### config.mk
export PLATFORM = sky130hd
export DESIGN_NAME = rhbb_reduce
export DESIGN_NICKNAME = d
export VERILOG_FILES = /design/src/rtl/core/rhbb_pkg.sv /design/src/rtl/core/rhbb_reduce.sv
export SDC_FILE = /design/constraint.sdc
export NUM_CORES = 2
export LEC_CHECK = 0
export ABC_AREA = 1
export BUFFER_PORTS_ARGS = -buffer_cell sky130_fd_sc_hd__buf_2
export CORE_AREA = 5 5 375 377
export DETAILED_ROUTE_END_ITERATION = 7
export DIE_AREA = 0 0 380 382
export PLACE_DENSITY = 0.73
export SYNTH_ARGS = -nofsm -noshare
export SYNTH_HDL_FRONTEND = slang
export SYNTH_SLANG_ARGS = --single-unit
### constraint.sdc
create_clock -name clk -period 7.65 [get_ports clk]
set_clock_uncertainty 0.15 [all_clocks]
set_input_delay 1.9125 -clock clk [delete_from_list [all_inputs] [get_ports clk]]
set_output_delay 1.9125 -clock clk [all_outputs]
set_load 0.02 [all_outputs]
### src/rtl/core/rhbb_pkg.sv
`timescale 1ns / 1ps
// ----------------------------------------------------------------------------
// rhbb_pkg
// Shared types and constants of the projective bounding box unit.
// ----------------------------------------------------------------------------
package rhbb_pkg;

	localparam int COEF_W   = 32;
	localparam int BOX_W    = 32;
	localparam int EXT_W    = 31;
	localparam int NUM_COEF = 9;
	localparam int CFG_IDX_W = 3;

	typedef logic signed [COEF_W-1:0] coef_t;

	typedef enum logic [CFG_IDX_W-1:0] {
		CFG_ROW0_AB     = 3'd0,
		CFG_ROW0C_ROW1A = 3'd1,
		CFG_ROW1_BC     = 3'd2,
		CFG_ROW2_AB     = 3'd3,
		CFG_ROW2_C      = 3'd4
	} cfg_idx_t;

	// travels alongside each item down the pipeline
	typedef struct packed {
		logic valid;
		logic empty;
	} tag_t;

endpackage

### src/rtl/core/rhbb_reduce.sv
`timescale 1ns / 1ps
// ----------------------------------------------------------------------------
// rhbb_reduce
// Min/max over the four corners, clipping, extents and empty test.
// ----------------------------------------------------------------------------
module rhbb_reduce #(
	parameter int VW = 52
) (
	input  logic                  clk,
	input  logic                  arst_n,
	input  logic                  en,
	input  rhbb_pkg::tag_t        tag_in,
	input  logic signed [VW-1:0]  fx [0:3],
	input  logic signed [VW-1:0]  cx [0:3],
	input  logic signed [VW-1:0]  fy [0:3],
	input  logic signed [VW-1:0]  cy [0:3],
	output rhbb_pkg::tag_t        tag_out,
	output logic [rhbb_pkg::BOX_W-1:0] box_x,
	output logic [rhbb_pkg::BOX_W-1:0] box_y,
	output logic [rhbb_pkg::EXT_W-1:0] box_width,
	output logic [rhbb_pkg::EXT_W-1:0] box_height,
	output logic                  box_empty,
	output logic                  saturated
);

	localparam int BW = rhbb_pkg::BOX_W;
	localparam logic signed [VW-1:0] CLIP_HI = VW'(64'sd2147483647);
	localparam logic signed [VW-1:0] CLIP_LO = VW'(-64'sd2147483648);

	function automatic logic [BW:0] clip(input logic signed [VW-1:0] v);
		logic [BW:0] r;
		if (v > CLIP_HI) begin
			r = {1'b1, 1'b0, {(BW-1){1'b1}}};
		end else if (v < CLIP_LO) begin
			r = {1'b1, 1'b1, {(BW-1){1'b0}}};
		end else begin
			r = {1'b0, v[BW-1:0]};
		end
		return r;
	endfunction

	rhbb_pkg::tag_t tag_s1, tag_s2;
	logic signed [VW-1:0] xlo_s1 [0:1], xhi_s1 [0:1], ylo_s1 [0:1], yhi_s1 [0:1];
	logic signed [VW-1:0] xmin_s2, xmax_s2, ymin_s2, ymax_s2;
	logic [BW:0]          cl_x0, cl_y0, cl_x1, cl_y1;
	logic signed [BW:0]   ext_w, ext_h;
	logic                 degen, sat_any, wide_w, wide_h;

	always_ff @(posedge clk or negedge arst_n) begin
		if (!arst_n) begin
			tag_s1  <= '0;
			tag_s2  <= '0;
			tag_out <= '0;
		end else if (en) begin
			tag_s1  <= tag_in;
			tag_s2  <= tag_s1;
			tag_out <= tag_s2;
		end
	end

	always_ff @(posedge clk) begin
		if (en) begin
			for (int i = 0; i < 2; i++) begin
				xlo_s1[i] <= (fx[2*i] < fx[2*i+1]) ? fx[2*i] : fx[2*i+1];
				xhi_s1[i] <= (cx[2*i] > cx[2*i+1]) ? cx[2*i] : cx[2*i+1];
				ylo_s1[i] <= (fy[2*i] < fy[2*i+1]) ? fy[2*i] : fy[2*i+1];
				yhi_s1[i] <= (cy[2*i] > cy[2*i+1]) ? cy[2*i] : cy[2*i+1];
			end
			xmin_s2 <= (xlo_s1[0] < xlo_s1[1]) ? xlo_s1[0] : xlo_s1[1];
			xmax_s2 <= (xhi_s1[0] > xhi_s1[1]) ? xhi_s1[0] : xhi_s1[1];
			ymin_s2 <= (ylo_s1[0] < ylo_s1[1]) ? ylo_s1[0] : ylo_s1[1];
			ymax_s2 <= (yhi_s1[0] > yhi_s1[1]) ? yhi_s1[0] : yhi_s1[1];
		end
	end

	always_comb begin
		cl_x0   = clip(xmin_s2);
		cl_y0   = clip(ymin_s2);
		cl_x1   = clip(xmax_s2);
		cl_y1   = clip(ymax_s2);
		ext_w   = $signed({cl_x1[BW-1], cl_x1[BW-1:0]}) - $signed({cl_x0[BW-1], cl_x0[BW-1:0]});
		ext_h   = $signed({cl_y1[BW-1], cl_y1[BW-1:0]}) - $signed({cl_y0[BW-1], cl_y0[BW-1:0]});
		degen   = (ext_w <= 0) || (ext_h <= 0);
		wide_w  = ext_w[BW-1];
		wide_h  = ext_h[BW-1];
		sat_any = cl_x0[BW] | cl_y0[BW] | cl_x1[BW] | cl_y1[BW] | wide_w | wide_h;
	end

	always_ff @(posedge clk) begin
		if (en) begin
			if (tag_s2.empty || degen) begin
				box_x      <= '0;
				box_y      <= '0;
				box_width  <= '0;
				box_height <= '0;
				box_empty  <= 1'b1;
				saturated  <= 1'b0;
			end else begin
				box_x      <= cl_x0[BW-1:0];
				box_y      <= cl_y0[BW-1:0];
				box_width  <= wide_w ? {(BW-1){1'b1}} : ext_w[BW-2:0];
				box_height <= wide_h ? {(BW-1){1'b1}} : ext_h[BW-2:0];
				box_empty  <= 1'b0;
				saturated  <= sat_any;
			end
		end
	end

endmodule

## Word level (Yosys, flattened, before mapping)

Memories as Yosys holds them, arrays and structs flattened.
Index checks and enable logic that the tools add are counted.
Widths: inputs -> output; s select.

- Word-level logic and storage cells: 76
- Output and inout port bits: 130
- Memories kept: 4
- Bits in registers: 342
- Memory bits (writable): 416

- Bitwise operators: 5
- Reductions and logical operators: 2
- Mux-type cells: 25
- Add/subtract/negate cells: 2
- Order comparisons: 22

Memories:

| memory | words | bits a word | read ports | clocked after memory_dff | wr ports | line | text |
|---|---|---|---|---|---|---|---|
| xhi_s1 | 2 | 52 | 2 | 0 | 2 | rhbb_reduce.sv:43 | `logic signed [VW-1:0] xlo_s1 [0:1], xhi_s1 [0:1], ylo_s1 [0:1], yhi_s1 [0:1];` |
| xlo_s1 | 2 | 52 | 2 | 0 | 2 | rhbb_reduce.sv:43 |  |
| yhi_s1 | 2 | 52 | 2 | 0 | 2 | rhbb_reduce.sv:43 |  |
| ylo_s1 | 2 | 52 | 2 | 0 | 2 | rhbb_reduce.sv:43 |  |

Operator list:

| cell | number |
|---|---|
| $mux 52 | 12 |
| $gt 52x52->1 | 6 |
| $lt 52x52->1 | 6 |
| $mux 33 | 8 |
| $gt 52x32->1 const B | 4 |
| $lt 52x32->1 const B | 4 |
| $le 33x1->1 const B | 2 |
| $sub 32x32->33 | 2 |
| $mux 31 | 2 |
| $or 1x1->1 | 5 |
| $mux 1 | 3 |
| $logic_or 1x1->1 | 2 |

## Longest topological paths before layout

- Depth in word-level cells: 8
- Gate-level depth with buffers: 29
- Mapped depth without buffers: 26

## Worst setup path after synthesis

Ideal clock, no wire load.

- Kind: input to register
- Start point: in fy[155] (netlist bit)
- End point: mem ylo_s1[0][41] (data pin)
- Buffers on the path: 2
- Required time: 7236 ps
- Stages on the path: 15
- Arrival: 3637 ps
- Library setup time: 264 ps
- Slack: 3599 ps
- Cell sequence: inv_1 -> ha_1 -> nand2_1 -> nor2_1 -> nand2_1 -> nor4_1 -> nand2_1 -> nor2_1 -> nand2_1 -> nand2_1 -> nand2_1 -> nand2_1 -> buf_2 -> clkbuf_1 -> o21ai_0

RTL lines:

| element | line | text |
|---|---|---|
| from (decl) | rhbb_reduce.sv:15 | `input logic signed [VW-1:0] fy [0:3],` |
| to (decl) | rhbb_reduce.sv:43 |  |

## Final worst setup path

- Start point: reg xmax_s2[51]
- End point: reg box_width[9] (netlist bit) (data pin)

- Longest elaborated chain between the ends: 7
- Elaborated cells on any way between the ends: 9

Ends and longest elaborated chain:

| element | line | text |
|---|---|---|
| from (decl) | rhbb_reduce.sv:44 | `logic signed [VW-1:0] xmin_s2, xmax_s2, ymin_s2, ymax_s2;` |
| from (signal assigned) | rhbb_reduce.sv:70 | `xmax_s2 <= (xhi_s1[0] > xhi_s1[1]) ? xhi_s1[0] : xhi_s1[1];` |
| $lt 52x32->1 | rhbb_reduce.sv:34 | `end else if (v < CLIP_LO) begin` |
| $mux 33 | rhbb_reduce.sv:34 |  |
| $mux 33 * | rhbb_reduce.sv:32 | `if (v > CLIP_HI) begin` |
| $sub 32x32->33 * | rhbb_reduce.sv:81 | `ext_w = $signed({cl_x1[BW-1], cl_x1[BW-1:0]}) - $signed({cl_x0[BW-1], cl_x0[BW-1:0]});` |
| $le 33x1->1 | rhbb_reduce.sv:83 | `degen = (ext_w <= 0) \|\| (ext_h <= 0);` |
| $logic_or 1x1->1 | rhbb_reduce.sv:83 |  |
| $logic_or 1x1->1 | rhbb_reduce.sv:91 | `if (tag_s2.empty \|\| degen) begin` |
| to (signal assigned) | rhbb_reduce.sv:101 | `box_width <= wide_w ? {(BW-1){1'b1}} : ext_w[BW-2:0];` |
| to (decl) | rhbb_reduce.sv:20 | `output logic [rhbb_pkg::EXT_W-1:0] box_width,` |

Mark *: on every way between the ends. The rest lies on a longest branch, timed or not.
A chain may end at the register's enable or synchronous reset.

==> results.md <==
* Async SR Flop Fraction at 0.007916
* Crit Reg-Reg Startpoint: xmax_s2[51]$_DFFE_PP_
* EDFF count, synth at 752
* Area leader, netlist: edfxtp_1
* DR WL/cell at 20.21 um
* Post-synthesis sequential area ratio at 0.4096
* FF-to-FF End: box_width[9]$_SDFFCE_PP0P_
* Setup repair bufs after CTS at 0
* Total of max-cap violations at 0
* Via count at between 50000 and 60000
* Mapped Area at 55500 sq um
* Area delta synth->final at 17.27%
* Worst-path fanout max at 65
* Die width at ~380 um
* Main synth FF type: edfxtp_1
* Layout fillers at roughly 13000
* Tot Pwr at between 15000 and 20000 uW
* Maximum root-to-sink buffer count at 3
* Largest net degree at the start of global routing at 174
* Initial antenna violation count at 31
* TritonCTS Buffers at 90
* 1st-pass router iterations at 6
* Synthesized flop and latch total at about 760
* Top cell type's share of synthesized area at 0.4069
* Kind of critical path: reg -> reg
* Crit path DAT at between 6 and 7 ns
* Min-Delay Endpoint: tag_s2[1]$_DFFE_PN0P_
* Critical Path Source Type: flip-flop
* Vias in the first global route at ~50000
* Worst EP required at between 8 and 9 ns
* Min-Delay Startpoint: tag_s1[1]$_DFFE_PN0P_
* Hold Crit Class: reg -> reg
* Mapped Cells at around 7000
* Drc violations at 0
* Leak at 0.03436 uW
* Initial core utilization at 0.4057
* Pre-CTS WS at about 1.6 ns
* Setup WS post-layout at 1.611 ns
* Max Slew Vio Count at 0
* Top-count cell post-synth: nand2_1
* H-tree levels at 3
* Post-route antenna net violation count at 0
* Layout cell share with drive strength beyond 1 at 0.1522
* Area occupied by multi-input gates at around 28000 sq um
* Die area at roughly 150000 sq um
* Setup TNS at 0 ns
* Clock Latency Late Sink at 0.68 ns
* Hold Violations, Final at 0
* Layout Utilization at 0.4757
* Critical path endpoint category: flip-flop
* Final min period at ~6.0 ns
* Synth Net Count at 8619
* # nets final at approximately 9500
* Reg2Reg Depth at 24
* Warnings, synthesis at 0
* # hold bufs at CTS at 0
* Worst R2R Setup Slack at 1.61 ns
* Status: complete, no violations
* First-pass GRT wire length at 297100 um
* Actual slew at the worst max-slew pin at between 1 and 1.5 ns
* Worst IR Drop VDD at 0.1711 mV
* PostCTS Resize Cnt at 0
* FF/Latch Area at 22730 sq um
* Clk pin slew, worst setup/hold paths at 0.06 ns
* I/O Pins at around 970
* RSZ-0062 raised after global routing: false
* Root cell of the clock tree: clkbuf_16
* Clk sink count at roughly 760
* Site Rows at about 140
* Vias per cell at roughly 5.2
* Syn avg cell area at around 7.8 sq um
* # setup viols final at 0
* Post-DP HPWL at 163200 um
* Count of cell types in the netlist at roughly 50
* Main area contributors after synthesis: edfxtp_1 41%, ha_1 15%, nand2_1 15%
* Gr usage total at 0.2636
* Gr ovfl total at 0
* Max Fclk at roughly 170 MHz
* Die Ht at 382 um
* Fin crit share at 0.7894
* First-iteration detailed-routing DRC count at 3832
* CTS tree: yes
* Post-synth top cells: 2265 x nand2_1, 1087 x inv_1, 792 x nand3_1, 752 x edfxtp_1, 682 x ha_1
* Routed Wire Length at about 200000 um
* Hold Path Depth at 2
* Core area at 136800 sq um
* Worst slew margin at 0.1429
* Gp weighted congestion at 0.9838
* Power Dens Cells at 285.6 nW/um^2
* Port bufs at slightly below 1000
critical path: stages, from the launching register on:
cell and delay (ns):
edfxtp_1 0.44, inv_1 0.17, nand4_1 0.15, nor3_1 0.24
nand2_1 0.09, o21ai_2 0.95, nand2_1 0.14, inv_1 0.10
ha_1 0.14, inv_1 0.08, fa_1 0.46, nand3_1 0.14
nand2_1 0.09, nand2_1 0.08, nand2_1 0.11, nand2_1 0.10
nand2_1 0.08, nand2_1 0.11, nand2_1 0.09, a21oi_1 0.17
xor2_1 0.10, nor2_1 0.19, nand3_4 0.72, buf_12 0.50
nor2_1 0.17
logic make-up (layout without fill, tap and decap cells):
family                     Yosys count  count (layout)  share of synthesized area
xor gates and xnor gates             5               5                  0.0007890
DFF                                758             758                     0.4096
and+or+nand+nor                   3686            3686                     0.2798
AOI/OAI and AO/OA                  636             636                    0.06204
muxes                                2               2                  0.0004058
buffers and inverters             1327            2273                    0.09293
other                                0               9                          0
adders and majority gates          684             684                     0.1545
power by group:
group	switching, uW	leakage (uW)	internal [uW]	total (uW)
registers	519	0.00749	5810	6330
clock network	1830	0.00147	2530	4360
logic	5490	0.0254	2410	7900
total	7840	0.0344	10700	18600
cells in the final DEF, fill, tap and decap left out, types with 112 or more instances in the layout:
| cell | n |
|---|---|
| a21oi_1 | 386 |
| buf_2 | 965 |
| edfxtp_1 | 752 |
| ha_1 | 682 |
| inv_1 | 1087 |
| nand2_1 | 2262 |
| nand3_1 | 783 |
| nand4_1 | 112 |
| nor2_1 | 334 |
| o21ai_0 | 150 |
per-layer routing:
layer	part of all wire	vias up	wire length [um]	GRT usage
met1	0.41	24120	81920	0.3318
met4	0.040	14	7867	0.09661
met3	0.073	348	14620	0.05277
met5	0.00044	-	87	0
met2	0.47	1879	94460	0.4502
li1	-	25260	-	-
area by class of cell:
| cell class | instances | area share |
|---|---|---|
| antenna | 9 | 0.0003460 |
| clock buffer | 109 | 0.03601 |
| clock inverter | 57 | 0.01042 |
| inverter | 1096 | 0.06321 |
| multi-input combinational | 5013 | 0.4257 |
| sequential | 758 | 0.3493 |
| tap | 1794 | 0.03449 |
| timing repair buffer | 1011 | 0.08059 |
per-stage QoR:
step / hold WS [ns] / cell area, sq um / std cells
floorplan: 0.2992 / 55500 / 7098
global placement: 0.3114 / 62040 / 9672
detailed placement: 0.3286 / 62040 / 9672
CTS: 0.3428 / 65060 / 9838
global route: 0.3848 / 65070 / 9842
finish: 0.3493 / 65080 / 9847
registers in the layout (all words and copies together), names as in the netlist:
signal / flops
box_empty: 1
box_height: 31
box_width: 31
box_x: 32
box_y: 32
saturated: 1
tag_out: 2
tag_s1: 2
tag_s2: 2
xhi_s1: 104
xlo_s1: 104
xmax_s2: 52
xmin_s2: 52
yhi_s1: 104
ylo_s1: 104
ymax_s2: 52
ymin_s2: 52
worst max path at each step:
| stage | from | endpoint | depth (start not counted) |
|---|---|---|---|
| CTS | xmax_s2[51]$_DFFE_PP_ | box_x[23]$_SDFFCE_PP0P_ | 24 |
| floorplan | fy[155] | ylo_s1[0][41]$_DFFE_PP_ | 15 |
| finish | xmax_s2[51]$_DFFE_PP_ | box_width[9]$_SDFFCE_PP0P_ | 24 |
| detailed placement | ymin_s2[42]$_DFFE_PP_ | box_x[23]$_SDFFCE_PP0P_ | 21 |
| global placement | ymin_s2[42]$_DFFE_PP_ | box_empty$_DFFE_PP_ | 23 |
| global route | ymin_s2[42]$_DFFE_PP_ | box_x[23]$_SDFFCE_PP0P_ | 24 |
(Power assumes the default switching activity.)
